`src/hdl/jms_pkg.sv`:
```
`default_nettype none
// ----------------------------------------------------------------------------
// jms_pkg: shared types and constants
// Pipeline depth and the field bundles that pass between the datapath parts.
// ----------------------------------------------------------------------------
package jms_pkg;

  // Total register stages, input capture through output register.
  localparam int STAGES       = 21;
  // Stages that split the timestamp into day number and time of day.
  localparam int FRONT_STAGES = 4;
  // Stages of the date and time-of-day paths, between front and output.
  localparam int MID_STAGES   = STAGES - FRONT_STAGES - 1;

  typedef struct packed {
    logic [4:0] hour;
    logic [5:0] minute;
    logic [5:0] second;
    logic [9:0] msec;
  } tod_t;

  typedef struct packed {
    logic [14:0] cyear;   // Meeus C, year plus 4715 or 4716
    logic [3:0]  month;
    logic [4:0]  day;
  } ymd_t;

endpackage
`default_nettype wire

```
`src/hdl/jms_pipe_ctrl.sv`:
```
`default_nettype none
// ----------------------------------------------------------------------------
// jms_pipe_ctrl: stage valid bits and load enables
// A stage loads when any stage at or after it is empty, or the output is taken.
// ----------------------------------------------------------------------------
module jms_pipe_ctrl (
  input  logic                        clk,
  input  logic                        rst_n,
  input  logic                        in_valid,
  output logic                        in_ready,
  output logic                        out_valid,
  input  logic                        out_ready,
  output logic [jms_pkg::STAGES-1:0]  stage_en
);
  import jms_pkg::*;

  logic [STAGES-1:0] valid_r, valid_nxt;

  // each enable is an independent reduction over the downstream valid bits
  for (genvar g = 0; g < STAGES; g++) begin : g_en
    assign stage_en[g] = out_ready || !(&valid_r[STAGES-1:g]);
  end

  always_comb begin
    valid_nxt = valid_r;
    if (stage_en[0]) begin
      valid_nxt[0] = in_valid;
    end
    for (int k = 1; k < STAGES; k++) begin
      if (stage_en[k]) begin
        valid_nxt[k] = valid_r[k-1];
      end
    end
  end

  always_ff @(posedge clk) begin
    if (!rst_n) begin
      valid_r <= '0;
    end else begin
      valid_r <= valid_nxt;
    end
  end

  assign in_ready  = stage_en[0];
  assign out_valid = valid_r[STAGES-1];

  // requests in flight change only by what enters and what leaves
  a_conserve: assert property (@(posedge clk) disable iff (!rst_n)
    $past(rst_n) |->
      ($countones(valid_r) == $past($countones(valid_r))
        + $past(int'(in_valid && in_ready)) - $past(int'(out_valid && out_ready))))
    else $error("pipeline request count not conserved");

  // a full pipeline under back-pressure keeps every request
  a_full_hold: assert property (@(posedge clk) disable iff (!rst_n)
    ((&valid_r) && !out_ready) |=> (&valid_r))
    else $error("request dropped while stalled");

endmodule
`default_nettype wire

```
`src/hdl/jms_day_split.sv`:
```
`default_nettype none
// ----------------------------------------------------------------------------
// jms_day_split: timestamp to civil day number and millisecond of day
// Clamp, add half a day, divide by 86400000 by reciprocal and fix-up.
// ----------------------------------------------------------------------------
module jms_day_split (
  input  logic        clk,
  input  logic [3:0]  stage_en,
  input  logic [48:0] in_julian_ms,
  output logic [22:0] day_num,
  output logic [26:0] day_ms
);

  localparam logic [48:0] MIN_MS      = 49'd161327505600000;
  localparam logic [49:0] HALF_DAY_MS = 50'd43200000;
  localparam logic [28:0] DAY_MS      = 29'd86400000;
  localparam logic [28:0] TWO_DAY_MS  = 29'd172800000;
  // floor(2^50 / 86400000), applied to the top 32 bits of the dividend
  localparam logic [23:0] DAY_RECIP   = 24'((64'd1 << 50) / 64'd86400000);

  logic [48:0] t_sat;
  logic [49:0] shifted_r, shifted_nxt;
  logic [55:0] zprod;
  logic [22:0] zq1_r, zq1_nxt;
  logic [28:0] lo1_r;
  logic [22:0] zq2_r;
  logic [28:0] zr2_r, zr2_nxt;
  logic [22:0] z3_r, z3_nxt;
  logic [26:0] r3_r, r3_nxt;

  always_comb begin
    t_sat       = (in_julian_ms < MIN_MS) ? MIN_MS : in_julian_ms;
    shifted_nxt = {1'b0, t_sat} + HALF_DAY_MS;
    // estimate lands at most two below the true quotient
    zprod       = shifted_r[49:18] * DAY_RECIP;
    zq1_nxt     = zprod[54:32];
    // remainder below three days: low 29 bits are exact
    zr2_nxt     = lo1_r - (29'(zq1_r) * DAY_MS);
    priority if (zr2_r >= TWO_DAY_MS) begin
      z3_nxt = zq2_r + 23'd2;
      r3_nxt = 27'(zr2_r - TWO_DAY_MS);
    end else if (zr2_r >= DAY_MS) begin
      z3_nxt = zq2_r + 23'd1;
      r3_nxt = 27'(zr2_r - DAY_MS);
    end else begin
      z3_nxt = zq2_r;
      r3_nxt = zr2_r[26:0];
    end
  end

  always_ff @(posedge clk) begin
    if (stage_en[0]) begin
      shifted_r <= shifted_nxt;
    end
    if (stage_en[1]) begin
      zq1_r <= zq1_nxt;
      lo1_r <= shifted_r[28:0];
    end
    if (stage_en[2]) begin
      zq2_r <= zq1_r;
      zr2_r <= zr2_nxt;
    end
    if (stage_en[3]) begin
      z3_r <= z3_nxt;
      r3_r <= r3_nxt;
    end
  end

  assign day_num = z3_r;
  assign day_ms  = r3_r;

endmodule
`default_nettype wire

```
`src/hdl/jms_date.sv`:
```
`default_nettype none
// ----------------------------------------------------------------------------
// jms_date: day number to Meeus C, month and day
// Three constant divisions (A, C, E), each as estimate, remainder, fix-up.
// ----------------------------------------------------------------------------
module jms_date (
  input  logic                           clk,
  input  logic [jms_pkg::MID_STAGES-1:0] stage_en,
  input  logic [22:0]                    day_num,
  output jms_pkg::ymd_t                  ymd
);
  import jms_pkg::*;

  localparam logic [24:0] XA_OFS   = 25'd7468865;
  localparam logic [7:0]  A_RECIP  = 8'((64'd1 << 25) / 64'd146097);
  localparam logic [18:0] A_DIV    = 19'd146097;
  localparam logic [22:0] B_OFS    = 23'd1525;
  localparam logic [26:0] XC_OFS   = 27'd2442;
  localparam logic [14:0] C_RECIP  = 15'((64'd1 << 27) / 64'd7305);
  localparam logic [13:0] C_DIV    = 14'd7305;
  localparam logic [22:0] YR_DAYS  = 23'd365;
  localparam logic [23:0] XE_SCALE = 24'd10000;
  localparam logic [5:0]  E_RECIP  = 6'((64'd1 << 24) / 64'd306001);
  localparam logic [19:0] E_DIV    = 20'd306001;

  // floor(30.6001 * e): days from the start of month e of the March-based year
  function automatic logic [8:0] month_start(input logic [4:0] e);
    logic [8:0] v;
    unique case (e)
      5'd4:    v = 9'd122;
      5'd5:    v = 9'd153;
      5'd6:    v = 9'd183;
      5'd7:    v = 9'd214;
      5'd8:    v = 9'd244;
      5'd9:    v = 9'd275;
      5'd10:   v = 9'd306;
      5'd11:   v = 9'd336;
      5'd12:   v = 9'd367;
      5'd13:   v = 9'd397;
      5'd14:   v = 9'd428;
      5'd15:   v = 9'd459;
      5'd16:   v = 9'd489;
      default: v = 9'd0;
    endcase
    return v;
  endfunction

  logic [24:0] xa0_r, xa0_nxt, xa1_r;
  logic [22:0] z0_r, z1_r, z2_r, z3_r;
  logic [32:0] aprod;
  logic [6:0]  aq1_r, aq1_nxt, aq2_r;
  logic [18:0] ar2_r, ar2_nxt;
  logic [6:0]  a3_r, a3_nxt;
  logic [22:0] b4_r, b4_nxt, b5_r, b6_r, b7_r, b8_r, b9_r;
  logic [26:0] xc5_r, xc5_nxt, xc6_r;
  logic [41:0] cprod;
  logic [14:0] cq6_r, cq6_nxt, cq7_r;
  logic [13:0] cr7_r, cr7_nxt;
  logic [14:0] c8_r, c8_nxt, c9_r, c10_r, c11_r, c12_r, c13_r, c14_r;
  logic [22:0] d9_r, d9_nxt;
  logic [9:0]  bd10_r, bd10_nxt, bd11_r, bd12_r, bd13_r, bd14_r;
  logic [23:0] xe11_r, xe11_nxt, xe12_r;
  logic [29:0] eprod;
  logic [4:0]  eq12_r, eq12_nxt, eq13_r;
  logic [19:0] er13_r, er13_nxt;
  logic [4:0]  e14_r, e14_nxt;
  ymd_t        ymd_r, ymd_nxt;

  always_comb begin
    xa0_nxt  = {day_num, 2'b00} - XA_OFS;
    aprod    = xa0_r * A_RECIP;
    aq1_nxt  = aprod[31:25];
    ar2_nxt  = xa1_r[18:0] - (19'(aq1_r) * A_DIV);
    a3_nxt   = (ar2_r >= A_DIV) ? aq2_r + 7'd1 : aq2_r;
    b4_nxt   = z3_r + 23'(a3_r) - 23'(a3_r[6:2]) + B_OFS;
    xc5_nxt  = {b4_r, 4'b0000} + {2'b00, b4_r, 2'b00} - XC_OFS;
    cprod    = xc5_r * C_RECIP;
    cq6_nxt  = cprod[41:27];
    cr7_nxt  = xc6_r[13:0] - (14'(cq6_r) * C_DIV);
    c8_nxt   = (cr7_r >= C_DIV) ? cq7_r + 15'd1 : cq7_r;
    // 36525*C/100 is exactly 365*C + C/4
    d9_nxt   = (23'(c8_r) * YR_DAYS) + 23'(c8_r[14:2]);
    bd10_nxt = b9_r[9:0] - d9_r[9:0];
    xe11_nxt = 24'(bd10_r) * XE_SCALE;
    eprod    = xe11_r * E_RECIP;
    eq12_nxt = eprod[28:24];
    er13_nxt = xe12_r[19:0] - (20'(eq12_r) * E_DIV);
    e14_nxt  = (er13_r >= E_DIV) ? eq13_r + 5'd1 : eq13_r;

    ymd_nxt.cyear = c14_r;
    ymd_nxt.day   = 5'(bd14_r - 10'(month_start(e14_r)));
    ymd_nxt.month = (e14_r < 5'd14) ? 4'(e14_r - 5'd1) : 4'(e14_r - 5'd13);
  end

  always_ff @(posedge clk) begin
    if (stage_en[0]) begin
      xa0_r <= xa0_nxt;
      z0_r  <= day_num;
    end
    if (stage_en[1]) begin
      aq1_r <= aq1_nxt;
      xa1_r <= xa0_r;
      z1_r  <= z0_r;
    end
    if (stage_en[2]) begin
      ar2_r <= ar2_nxt;
      aq2_r <= aq1_r;
      z2_r  <= z1_r;
    end
    if (stage_en[3]) begin
      a3_r <= a3_nxt;
      z3_r <= z2_r;
    end
    if (stage_en[4]) begin
      b4_r <= b4_nxt;
    end
    if (stage_en[5]) begin
      xc5_r <= xc5_nxt;
      b5_r  <= b4_r;
    end
    if (stage_en[6]) begin
      cq6_r <= cq6_nxt;
      xc6_r <= xc5_r;
      b6_r  <= b5_r;
    end
    if (stage_en[7]) begin
      cr7_r <= cr7_nxt;
      cq7_r <= cq6_r;
      b7_r  <= b6_r;
    end
    if (stage_en[8]) begin
      c8_r <= c8_nxt;
      b8_r <= b7_r;
    end
    if (stage_en[9]) begin
      d9_r <= d9_nxt;
      b9_r <= b8_r;
      c9_r <= c8_r;
    end
    if (stage_en[10]) begin
      bd10_r <= bd10_nxt;
      c10_r  <= c9_r;
    end
    if (stage_en[11]) begin
      xe11_r <= xe11_nxt;
      bd11_r <= bd10_r;
      c11_r  <= c10_r;
    end
    if (stage_en[12]) begin
      eq12_r <= eq12_nxt;
      xe12_r <= xe11_r;
      bd12_r <= bd11_r;
      c12_r  <= c11_r;
    end
    if (stage_en[13]) begin
      er13_r <= er13_nxt;
      eq13_r <= eq12_r;
      bd13_r <= bd12_r;
      c13_r  <= c12_r;
    end
    if (stage_en[14]) begin
      e14_r  <= e14_nxt;
      bd14_r <= bd13_r;
      c14_r  <= c13_r;
    end
    if (stage_en[15]) begin
      ymd_r <= ymd_nxt;
    end
  end

  assign ymd = ymd_r;

endmodule
`default_nettype wire

```
`src/hdl/jms_tod.sv`:
```
`default_nettype none
// ----------------------------------------------------------------------------
// jms_tod: millisecond of day to hour, minute, second, millisecond
// Divides by 1000, 3600 and 60, then delays to line up with the date path.
// ----------------------------------------------------------------------------
module jms_tod (
  input  logic                           clk,
  input  logic [jms_pkg::MID_STAGES-1:0] stage_en,
  input  logic [26:0]                    day_ms,
  output jms_pkg::tod_t                  tod
);
  import jms_pkg::*;

  localparam logic [17:0] S_RECIP = 18'((64'd1 << 27) / 64'd1000);
  localparam logic [10:0] MS_DIV  = 11'd1000;
  localparam logic [5:0]  H_RECIP = 6'((64'd1 << 17) / 64'd3600);
  localparam logic [12:0] H_DIV   = 13'd3600;
  localparam logic [6:0]  M_RECIP = 7'((64'd1 << 12) / 64'd60);
  localparam logic [6:0]  M_DIV   = 7'd60;
  localparam int          DLY     = MID_STAGES - 9;

  logic [44:0] sprod;
  logic [26:0] r0_r;
  logic [16:0] sq0_r, sq0_nxt, sq1_r;
  logic [10:0] sr1_r, sr1_nxt;
  logic [16:0] secs2_r, secs2_nxt, secs3_r;
  logic [9:0]  msec2_r, msec2_nxt, msec3_r, msec4_r, msec5_r, msec6_r, msec7_r;
  logic [22:0] hprod;
  logic [4:0]  hq3_r, hq3_nxt, hq4_r;
  logic [12:0] hr4_r, hr4_nxt;
  logic [4:0]  hour5_r, hour5_nxt, hour6_r, hour7_r;
  logic [11:0] rem5_r, rem5_nxt, rem6_r;
  logic [18:0] mprod;
  logic [5:0]  mq6_r, mq6_nxt, mq7_r;
  logic [6:0]  mr7_r, mr7_nxt;
  tod_t        tod8_r, tod8_nxt;
  tod_t        dly_r [DLY];

  always_comb begin
    sprod   = day_ms * S_RECIP;
    sq0_nxt = sprod[43:27];
    sr1_nxt = r0_r[10:0] - (11'(sq0_r) * MS_DIV);
    if (sr1_r >= MS_DIV) begin
      secs2_nxt = sq1_r + 17'd1;
      msec2_nxt = 10'(sr1_r - MS_DIV);
    end else begin
      secs2_nxt = sq1_r;
      msec2_nxt = sr1_r[9:0];
    end
    hprod   = secs2_r * H_RECIP;
    hq3_nxt = hprod[21:17];
    hr4_nxt = secs3_r[12:0] - (13'(hq3_r) * H_DIV);
    if (hr4_r >= H_DIV) begin
      hour5_nxt = hq4_r + 5'd1;
      rem5_nxt  = 12'(hr4_r - H_DIV);
    end else begin
      hour5_nxt = hq4_r;
      rem5_nxt  = hr4_r[11:0];
    end
    mprod   = rem5_r * M_RECIP;
    mq6_nxt = mprod[17:12];
    mr7_nxt = rem6_r[6:0] - (7'(mq6_r) * M_DIV);
    tod8_nxt.hour = hour7_r;
    tod8_nxt.msec = msec7_r;
    if (mr7_r >= M_DIV) begin
      tod8_nxt.minute = mq7_r + 6'd1;
      tod8_nxt.second = 6'(mr7_r - M_DIV);
    end else begin
      tod8_nxt.minute = mq7_r;
      tod8_nxt.second = mr7_r[5:0];
    end
  end

  always_ff @(posedge clk) begin
    if (stage_en[0]) begin
      sq0_r <= sq0_nxt;
      r0_r  <= day_ms;
    end
    if (stage_en[1]) begin
      sr1_r <= sr1_nxt;
      sq1_r <= sq0_r;
    end
    if (stage_en[2]) begin
      secs2_r <= secs2_nxt;
      msec2_r <= msec2_nxt;
    end
    if (stage_en[3]) begin
      hq3_r   <= hq3_nxt;
      secs3_r <= secs2_r;
      msec3_r <= msec2_r;
    end
    if (stage_en[4]) begin
      hr4_r   <= hr4_nxt;
      hq4_r   <= hq3_r;
      msec4_r <= msec3_r;
    end
    if (stage_en[5]) begin
      hour5_r <= hour5_nxt;
      rem5_r  <= rem5_nxt;
      msec5_r <= msec4_r;
    end
    if (stage_en[6]) begin
      mq6_r   <= mq6_nxt;
      rem6_r  <= rem5_r;
      hour6_r <= hour5_r;
      msec6_r <= msec5_r;
    end
    if (stage_en[7]) begin
      mr7_r   <= mr7_nxt;
      mq7_r   <= mq6_r;
      hour7_r <= hour6_r;
      msec7_r <= msec6_r;
    end
    if (stage_en[8]) begin
      tod8_r <= tod8_nxt;
    end
  end

  // alignment delay up to the date path's last stage
  for (genvar g = 0; g < DLY; g++) begin : g_dly
    if (g == 0) begin : g_head
      always_ff @(posedge clk) begin
        if (stage_en[9]) begin
          dly_r[0] <= tod8_r;
        end
      end
    end else begin : g_tail
      always_ff @(posedge clk) begin
        if (stage_en[9+g]) begin
          dly_r[g] <= dly_r[g-1];
        end
      end
    end
  end

  assign tod = dly_r[DLY-1];

endmodule
`default_nettype wire

```
`src/hdl/julian_ms_to_calendar_fields_unit.sv`:
```
`default_nettype none
// ----------------------------------------------------------------------------
// julian_ms_to_calendar_fields_unit: Julian-day milliseconds to calendar fields
// Pipelined Meeus conversion to proleptic Gregorian date and time of day.
// ----------------------------------------------------------------------------
//
//   channel  | handshake            | payload
//   ---------+----------------------+---------------------------------------
//   in_      | in_valid / in_ready  | julian_ms (49b)
//   out_     | out_valid / out_ready| year, month, day, hour, minute,
//            |                      | second, millisecond
//
// Throughput: one request per clock unless back-pressure fills the pipeline.
// The 21-stage pipeline holds the day split, three reciprocal divisions on
// the date path, and the output register.
// Reset clears only the stage valid bits; datapath registers are not reset.
// Stalls: a stage holds while it and every stage after it are full and
// out_ready is low; empty stages keep filling, so bubbles are squeezed out.
//
// Stage map:
//   0..3   clamp, +half day, divide by 86400000 -> day number, ms of day
//   4..19  date path (A, B, C, D, E, month, day) in parallel with the
//          time-of-day path (/1000, /3600, /60) plus its alignment delay
//   20     year select and output register
// Each constant division runs as reciprocal multiply, remainder, fix-up.
// ----------------------------------------------------------------------------
module julian_ms_to_calendar_fields_unit (
  input  logic        clk,
  input  logic        rst_n,
  input  logic        in_valid,
  output logic        in_ready,
  input  logic [48:0] in_julian_ms,
  output logic        out_valid,
  input  logic        out_ready,
  output logic [13:0] out_year,
  output logic [3:0]  out_month,
  output logic [4:0]  out_day,
  output logic [4:0]  out_hour,
  output logic [5:0]  out_minute,
  output logic [5:0]  out_second,
  output logic [9:0]  out_millisecond
);
  import jms_pkg::*;

  // C minus 4716 from March on, minus 4715 for January and February
  localparam logic [14:0] YR_OFS_LATE  = 15'd4716;
  localparam logic [14:0] YR_OFS_EARLY = 15'd4715;
  localparam logic [3:0]  FEB          = 4'd2;

  logic [STAGES-1:0] stage_en;
  logic [22:0]       day_num;
  logic [26:0]       day_ms;
  ymd_t              ymd;
  tod_t              tod;

  logic [13:0] year_r, year_nxt;
  logic [3:0]  month_r;
  logic [4:0]  day_r;
  tod_t        tod_r;

  jms_pipe_ctrl u_ctrl (
    .clk       (clk),
    .rst_n     (rst_n),
    .in_valid  (in_valid),
    .in_ready  (in_ready),
    .out_valid (out_valid),
    .out_ready (out_ready),
    .stage_en  (stage_en)
  );

  jms_day_split u_split (
    .clk          (clk),
    .stage_en     (stage_en[FRONT_STAGES-1:0]),
    .in_julian_ms (in_julian_ms),
    .day_num      (day_num),
    .day_ms       (day_ms)
  );

  jms_date u_date (
    .clk      (clk),
    .stage_en (stage_en[STAGES-2:FRONT_STAGES]),
    .day_num  (day_num),
    .ymd      (ymd)
  );

  jms_tod u_tod (
    .clk      (clk),
    .stage_en (stage_en[STAGES-2:FRONT_STAGES]),
    .day_ms   (day_ms),
    .tod      (tod)
  );

  always_comb begin
    if (ymd.month > FEB) begin
      year_nxt = 14'(ymd.cyear - YR_OFS_LATE);
    end else begin
      year_nxt = 14'(ymd.cyear - YR_OFS_EARLY);
    end
  end

  // output register: payload only, valid lives in the control block
  always_ff @(posedge clk) begin
    if (stage_en[STAGES-1]) begin
      year_r  <= year_nxt;
      month_r <= ymd.month;
      day_r   <= ymd.day;
      tod_r   <= tod;
    end
  end

  assign out_year        = year_r;
  assign out_month       = month_r;
  assign out_day         = day_r;
  assign out_hour        = tod_r.hour;
  assign out_minute      = tod_r.minute;
  assign out_second      = tod_r.second;
  assign out_millisecond = tod_r.msec;

  // every valid result has each field within its calendar range
  a_fields: assert property (@(posedge clk) disable iff (!rst_n)
    out_valid |-> (out_month >= 4'd1) && (out_month <= 4'd12) && (out_day != 5'd0) &&
                  (out_hour <= 5'd23) && (out_minute <= 6'd59) &&
                  (out_second <= 6'd59) && (out_millisecond <= 10'd999))
    else $error("result field out of calendar range");

endmodule
`default_nettype wire
```
`config.mk`:
```
export PLATFORM = sky130hd
export DESIGN_NAME = julian_ms_to_calendar_fields_unit
export DESIGN_NICKNAME = d
export VERILOG_FILES = /design/src/hdl/jms_pkg.sv /design/src/hdl/jms_pipe_ctrl.sv /design/src/hdl/jms_day_split.sv /design/src/hdl/jms_date.sv /design/src/hdl/jms_tod.sv /design/src/hdl/julian_ms_to_calendar_fields_unit.sv
export SDC_FILE = /design/constraint.sdc
export NUM_CORES = 2
export LEC_CHECK = 0
export ABC_AREA = 0
export BUFFER_PORTS_ARGS = -buffer_cell sky130_fd_sc_hd__buf_2
export CORE_MARGIN = 2
export CORE_UTILIZATION = 60
export CTS_CLUSTER_SIZE = 40
export DETAILED_ROUTE_END_ITERATION = 10
export PLACE_DENSITY = 0.86
export SLEW_MARGIN = 20
export SYNTH_ARGS = -nofsm -noshare
export SYNTH_HDL_FRONTEND = slang
export SYNTH_SLANG_ARGS = --single-unit
```
`constraint.sdc`:
```
create_clock -name clk -period 11.3 [get_ports clk]
set_clock_uncertainty 0.15 [all_clocks]
set_input_delay 2.26 -clock clk [delete_from_list [all_inputs] [get_ports clk]]
set_output_delay 2.26 -clock clk [all_outputs]
set_load 0.02 [all_outputs]
```
Yosys cells after proc, flatten, opt, wreduce, memory -nomap -nowiden
Memories as Yosys holds them, arrays and structs flattened. A register that Yosys moved wholly into a read port is not among the register bits. Cells that the tools add are included.

Bits in registers: 1064. Memories kept: 2. Word-level logic and storage cells: 256. Memory bits (read-only): 288. Memory bits (writable): 189. Output and inout bits: 52.

Multipliers: 16. Multiplexer cells: 30. Reductions and logical operators: 62. Magnitude comparators: 11. $add $sub $neg: 34.

Memory list: (name not given) (depth 32, bits a word 9, read ports 1, clocked after memory_dff 1, wr ports 0, RTL line jms_date.sv:29) `unique case (e)`; u_tod.dly_r (depth 7, bits a word 27, read ports 7, clocked after memory_dff 1, wr ports 7, RTL line jms_tod.sv:37) `tod_t dly_r [DLY];`.

Operators by type and width (count): $mux 27 (2); $mul 32x20->51 const B (1); $add 49x26->50 const B (1); $lt 49x48->1 const B (1); $mux 49 (1); $mux 23 (2); $mul 27x18->44 const B (1); $mul 27x15->42 const B (1); $mul 25x8->32 const B (1); $ge 29x27->1 const B (1); $ge 29x28->1 const B (1); $sub 29x29->29 (1); $sub 14x13->14 const B (2); $add 27x25->27 (1); $sub 27x12->27 const B (1); $sub 27x26->27 const B (1); $sub 27x27->27 const B (1); $sub 25x23->25 const B (1); $mul 20x5->24 const B (1); $mux 12 (2); $add 23x1->23 const B (1); $add 23x11->23 const B (1); $add 23x2->23 const B (1); $add 23x7->23 (1); 69 further kinds (125).

Longest topological paths before layout
Depth in word-level cells: 5. Gate-level depth with buffers: 24. Depth with buffers taken out: 24.

By module
From an unflattened synthesis, not the netlist that was laid out.

Cell total of the unflattened synthesis: 7028. Area, all modules: 89123.0 um^2.

Modules (own cells, without submodules): jms_date (seq. area each 16826.1 um^2, area an instance 40107.2 um^2, cells an instance 3150, times used 1); jms_day_split (seq. area each 6125.9 um^2, area an instance 23904.2 um^2, cells an instance 2202, times used 1); jms_tod (seq. area each 13152.6 um^2, area an instance 22207.5 um^2, cells an instance 1471, times used 1); julian_ms_to_calendar_fields_unit (seq. area each 1501.4 um^2, area an instance 1920.6 um^2, cells an instance 103, times used 1); jms_pipe_ctrl (seq. area each 420.4 um^2, area an instance 983.4 um^2, cells an instance 102, times used 1).

Worst setup path before layout
OpenSTA, ideal clock, no wires.

Kind: input port to output port. From: input out_ready. To: output in_ready. Arrival: 7.329 ns. Slack: 1.561 ns. Cell stages on the path: 11. Cells stage by stage: nor2b_1 inv_1 nor3_1 and2_1 inv_1 nor2_1 and2_1 and3_1 and2_1 and3_1 nand2_1.

Longest elaborated chain between the ends: 1.

RTL lines: from (decl) (RTL line julian_ms_to_calendar_fields_unit.sv:34) `input logic out_ready,`; $logic_or 1x1->1 (RTL line jms_pipe_ctrl.sv:21) `assign stage_en[g] = out_ready || !(&valid_r[STAGES-1:g]);`; to (decl) (RTL line julian_ms_to_calendar_fields_unit.sv:31) `output logic in_ready,`.

No other way between the ends.

Final worst setup path
Ends and elaborated chain as after synthesis.

==> summary.md <==
| Metric | Value |
|---|---|
| Post-CTS resize count | `0` |
| Area growth, synth to finish | `8.17%` |
| CTS Buffer Depth | `3` |
| # IOs | `105` |
| Horiz. Die Dim | `385 µm` |
| Endpoint, Worst Hold | `u_tod.msec4_r[1]$_DFFE_PP_` |
| Worst Path Max Fanout | `51` |
| Worst skew pair latency | `0.77 ns` |
| DR WL/cell | `~19 µm` |
| Most used cell along the critical path | `and2_1` |
| Antenna Cells | `0` |
| Reg2Reg Capture Point | `u_split.zq1_r[21]$_DFFE_PP_` |
| CP Class | `in2out` |
| Worst slew pin tran | `1.14 ns` |
| Initial core utilization | `approximately 61%` |
| RePlAce Congestion | `0.945` |
| Clk slew on worst S/H paths | `0.07 ns` |
| Ys async rst share | `0%` |
| Period utilization | `81.5%` |
| R2R setup slack | `3.58 ns` |
| Mapped Area | `between 80,000 and 90,000 µm²` |
| Hold path cells | `0` |
| Hold_buf cts | `0` |
| Worst rel slew slack | `23.4%` |
| Top_reg_cell synth | `edfxtp_1` |
| Grt ovf | `0` |
| Post-synthesis cell count | `6,818` |
| Worst-path cell chain | `buf_2 -> nor2b_1 -> clkinv_2 -> nor3_1 -> and2_1 -> inv_2 -> nor2_1 -> and2_1 -> and3_1 -> and2_1 -> and3_1 -> nand2_2 -> buf_2` |
| Antenna violations before repair | `2` |
| Synth Net Count | `8,898` |
| Die Y | `approximately 390 µm` |
| Reg2Reg Depth | `20` |
| HPWL after detailed placement | `between 100 and 150 mm` |
| Post-Route WL | `174 mm` |
| CP Data Required Time | `8.89 ns` |
| Cell family with most CP delay | `simple AND/OR/NAND/NOR gates` |
| Arr. time, crit path | `6.80 ns` |
| Clock period minus worst slack | `9.21 ns` |
| Port Buf Inserts | `104` |
| Seq cells post-synth | `1,265` |
| Clock root cell | `clkbuf_16` |
| CP bufs+invs | `4` |
| Site row count | `139` |
| Post-CTS setup buffer count | `0` |
| Ratio of cells with drive above 1 in the final layout | `5.14%` |
| CTS tree | `yes` |
| GRT Total Usage | `24.3%` |
| H-tree depth | `3` |
| Critical Path Sink Type | `output port` |
| Largest stage delay, worst path | `~0.82 ns` |
| Startpoint Class | `input port` |
| RSZ-0062 raised after global routing | `no` |
| Max-cap violations | `0` |
| Reg2reg start | `u_split.shifted_r[28]$_DFFE_PP_` |
| CTS Sinks | `1,265` |
| Antenna-violating nets left | `0` |
| Slowest-stage cell, CP | `clkinv_2` |
| Hold_sp | `u_tod.msec3_r[1]$_DFFE_PP_` |
| Core Region | `144,000 µm²` |
| 1st-iter DRT viols | `3,146` |
| Nets@finish | `9,119` |
| Drt via density | `between 5 and 6` |
| DRT Pass-1 Iters | `6` |
| Yosys warning count | `0` |
| DIE AREA | `149,000 µm²` |
| Fmax achieved | `109 MHz` |
| DRC | `0` |
| DR vias | `between 50,000 and 60,000` |
| Post-synthesis sequential area ratio | `43.2%` |
| Largest net degree at the start of global routing | `77` |
| Status | `finished clean` |
| Sum of negative setup slack | `0 ns` |
| Vias in the first global route | `55,500` |
| Syn_area_per_cell | `12.8 µm²` |
| First-pass GRT wire length | `285 mm` |
| Final Max Tran Viols | `0` |
| Hold Fails Final Rpt | `0` |
| Hold Path Class | `reg2reg` |
| Setup violators final | `0` |
| Post-synth EDFFs | `1,239` |
| Yosys cell types | `82` |
| CTS Buf Count | `118` |
==> cell type report <==
type,count,area (µm²)
clock buffers,145,3110
clock inverters,79,1010
fillers,9638,49600
inverters,1498,5630
multi-input cells,4032,43900
flip-flops and latches,1265,37700
well taps,1903,2380
repair buffers,124,671
==> flip-flops by register name, indices dropped and copies added, names as in the netlist, 19 cells and up, named ones only <==
register and flops:
u_tod.tod8_r 27, u_tod.dly_r 189, u_split.shifted_r 50, u_ctrl.valid_r 21
u_date.b4_r 23, u_date.z3_r 23, u_date.z1_r 23, u_split.day_num 23
u_date.ymd 23, u_date.ar2_r 19, u_date.z2_r 23, u_date.er13_r 20
u_split.lo1_r 29, u_split.day_ms 27, u_date.xa0_r 23, u_split.zq1_r 23
u_split.zr2_r 29, u_date.z0_r 23, u_date.xc5_r 25, u_split.zq2_r 23
==> metal layers <==
metal | track usage (%) | wire [µm] | part of all wire (%) | up-vias
met3 | 3.37 | 8480 | 4.9 | 494
li1 | - | - | - | 23400
met5 | 0 | 0 | 0 | -
met2 | 45.1 | 92200 | 53 | 1541
met1 | 28.3 | 65800 | 38 | 25000
met4 | 9.94 | 7760 | 4.5 | 0
==> placed cells by master, fill, tap and decap left out, drive strengths merged, types with 9 or more instances in the layout <==
| cell type | synthesis | final |
|---|---|---|
| inv | 1498 | 1501 |
| ha | 1271 | 1271 |
| edfxtp | 1239 | 1239 |
| fa | 756 | 756 |
| xnor2 | 348 | 348 |
| nor2 | 206 | 206 |
| nand2 | 201 | 201 |
| a21oi | 200 | 200 |
| clkbuf | 16 | 145 |
| xor2 | 134 | 134 |
| o21ai | 130 | 130 |
| buf | 7 | 124 |
| nor3 | 88 | 88 |
| a21o | 78 | 78 |
| nand3 | 69 | 69 |
| clkinv | 0 | 53 |
| o21a | 48 | 48 |
| nand4 | 47 | 47 |
| nor2b | 42 | 42 |
| and3 | 39 | 39 |
| o21bai | 34 | 34 |
| nand2b | 34 | 34 |
| a31oi | 27 | 27 |
| and2 | 26 | 26 |
| dfxtp | 26 | 26 |
| or3 | 23 | 23 |
| a211oi | 21 | 21 |
| o211ai | 16 | 16 |
| bufinv | 0 | 16 |
| a21boi | 16 | 16 |
| nor4 | 15 | 15 |
| o31ai | 12 | 12 |
| or2 | 11 | 11 |
| a31o | 10 | 10 |
| a41o | 9 | 9 |
| o22ai | 9 | 9 |
==> synth_stat cells, types with 27 or more instances <==
cell type,count,area share (%)
a21o_1,78,0.67
a21oi_1,198,1.1
a31oi_1,27,0.19
and3_1,39,0.28
edfxtp_1,1239,43
fa_1,756,17
ha_1,1271,18
inv_1,1498,6.4
nand2_1,201,0.86
nand2b_1,34,0.24
nand3_1,69,0.40
nand4_1,47,0.34
nor2_1,206,0.89
nor2b_1,42,0.30
nor3_1,88,0.50
o21a_1,48,0.41
o21ai_0,126,0.72
o21bai_1,34,0.29
xnor2_1,348,3.5
xor2_1,134,1.3
==> through the flow <==
step                worst slack, ns  instances  area (µm²)  util, %  hold WS, ns
detailed placement             2.71       8822       90300     62.7        0.255
CTS                            2.69       9046       94400     65.6        0.212
global placement               2.96       8822       90300     62.7        0.250
finish                         2.09       9046       94400     65.6        0.217
floorplan                      1.56       6818       87300        -        0.250
global route                   1.74       9046       94400     65.6        0.223
==> cells by family (layout without fill, tap and decap cells) <==
logic type / Yosys count / after routing / synth area share (%)
buf+inv: 1521 / 1846 / 6.55
compound gates: 675 / 675 / 4.99
mux: 14 / 14 / 0.171
flops: 1265 / 1265 / 43.2
simple gates: 834 / 834 / 4.69
xor+xnor: 482 / 482 / 4.84
fa+ha+maj: 2027 / 2027 / 35.6
==> how the worst max path moves through the flow <==
stage	from	end	cells after the start
CTS	out_ready	in_ready	13
floorplan	out_ready	in_ready	11
global route	out_ready	in_ready	13
global placement	out_ready	in_ready	13
finish	out_ready	in_ready	13
detailed placement	out_ready	in_ready	13
Power is left out: the tool's default activity adds up to more than one toggle a clock period on the data nets, which glitch-free logic cannot reach.
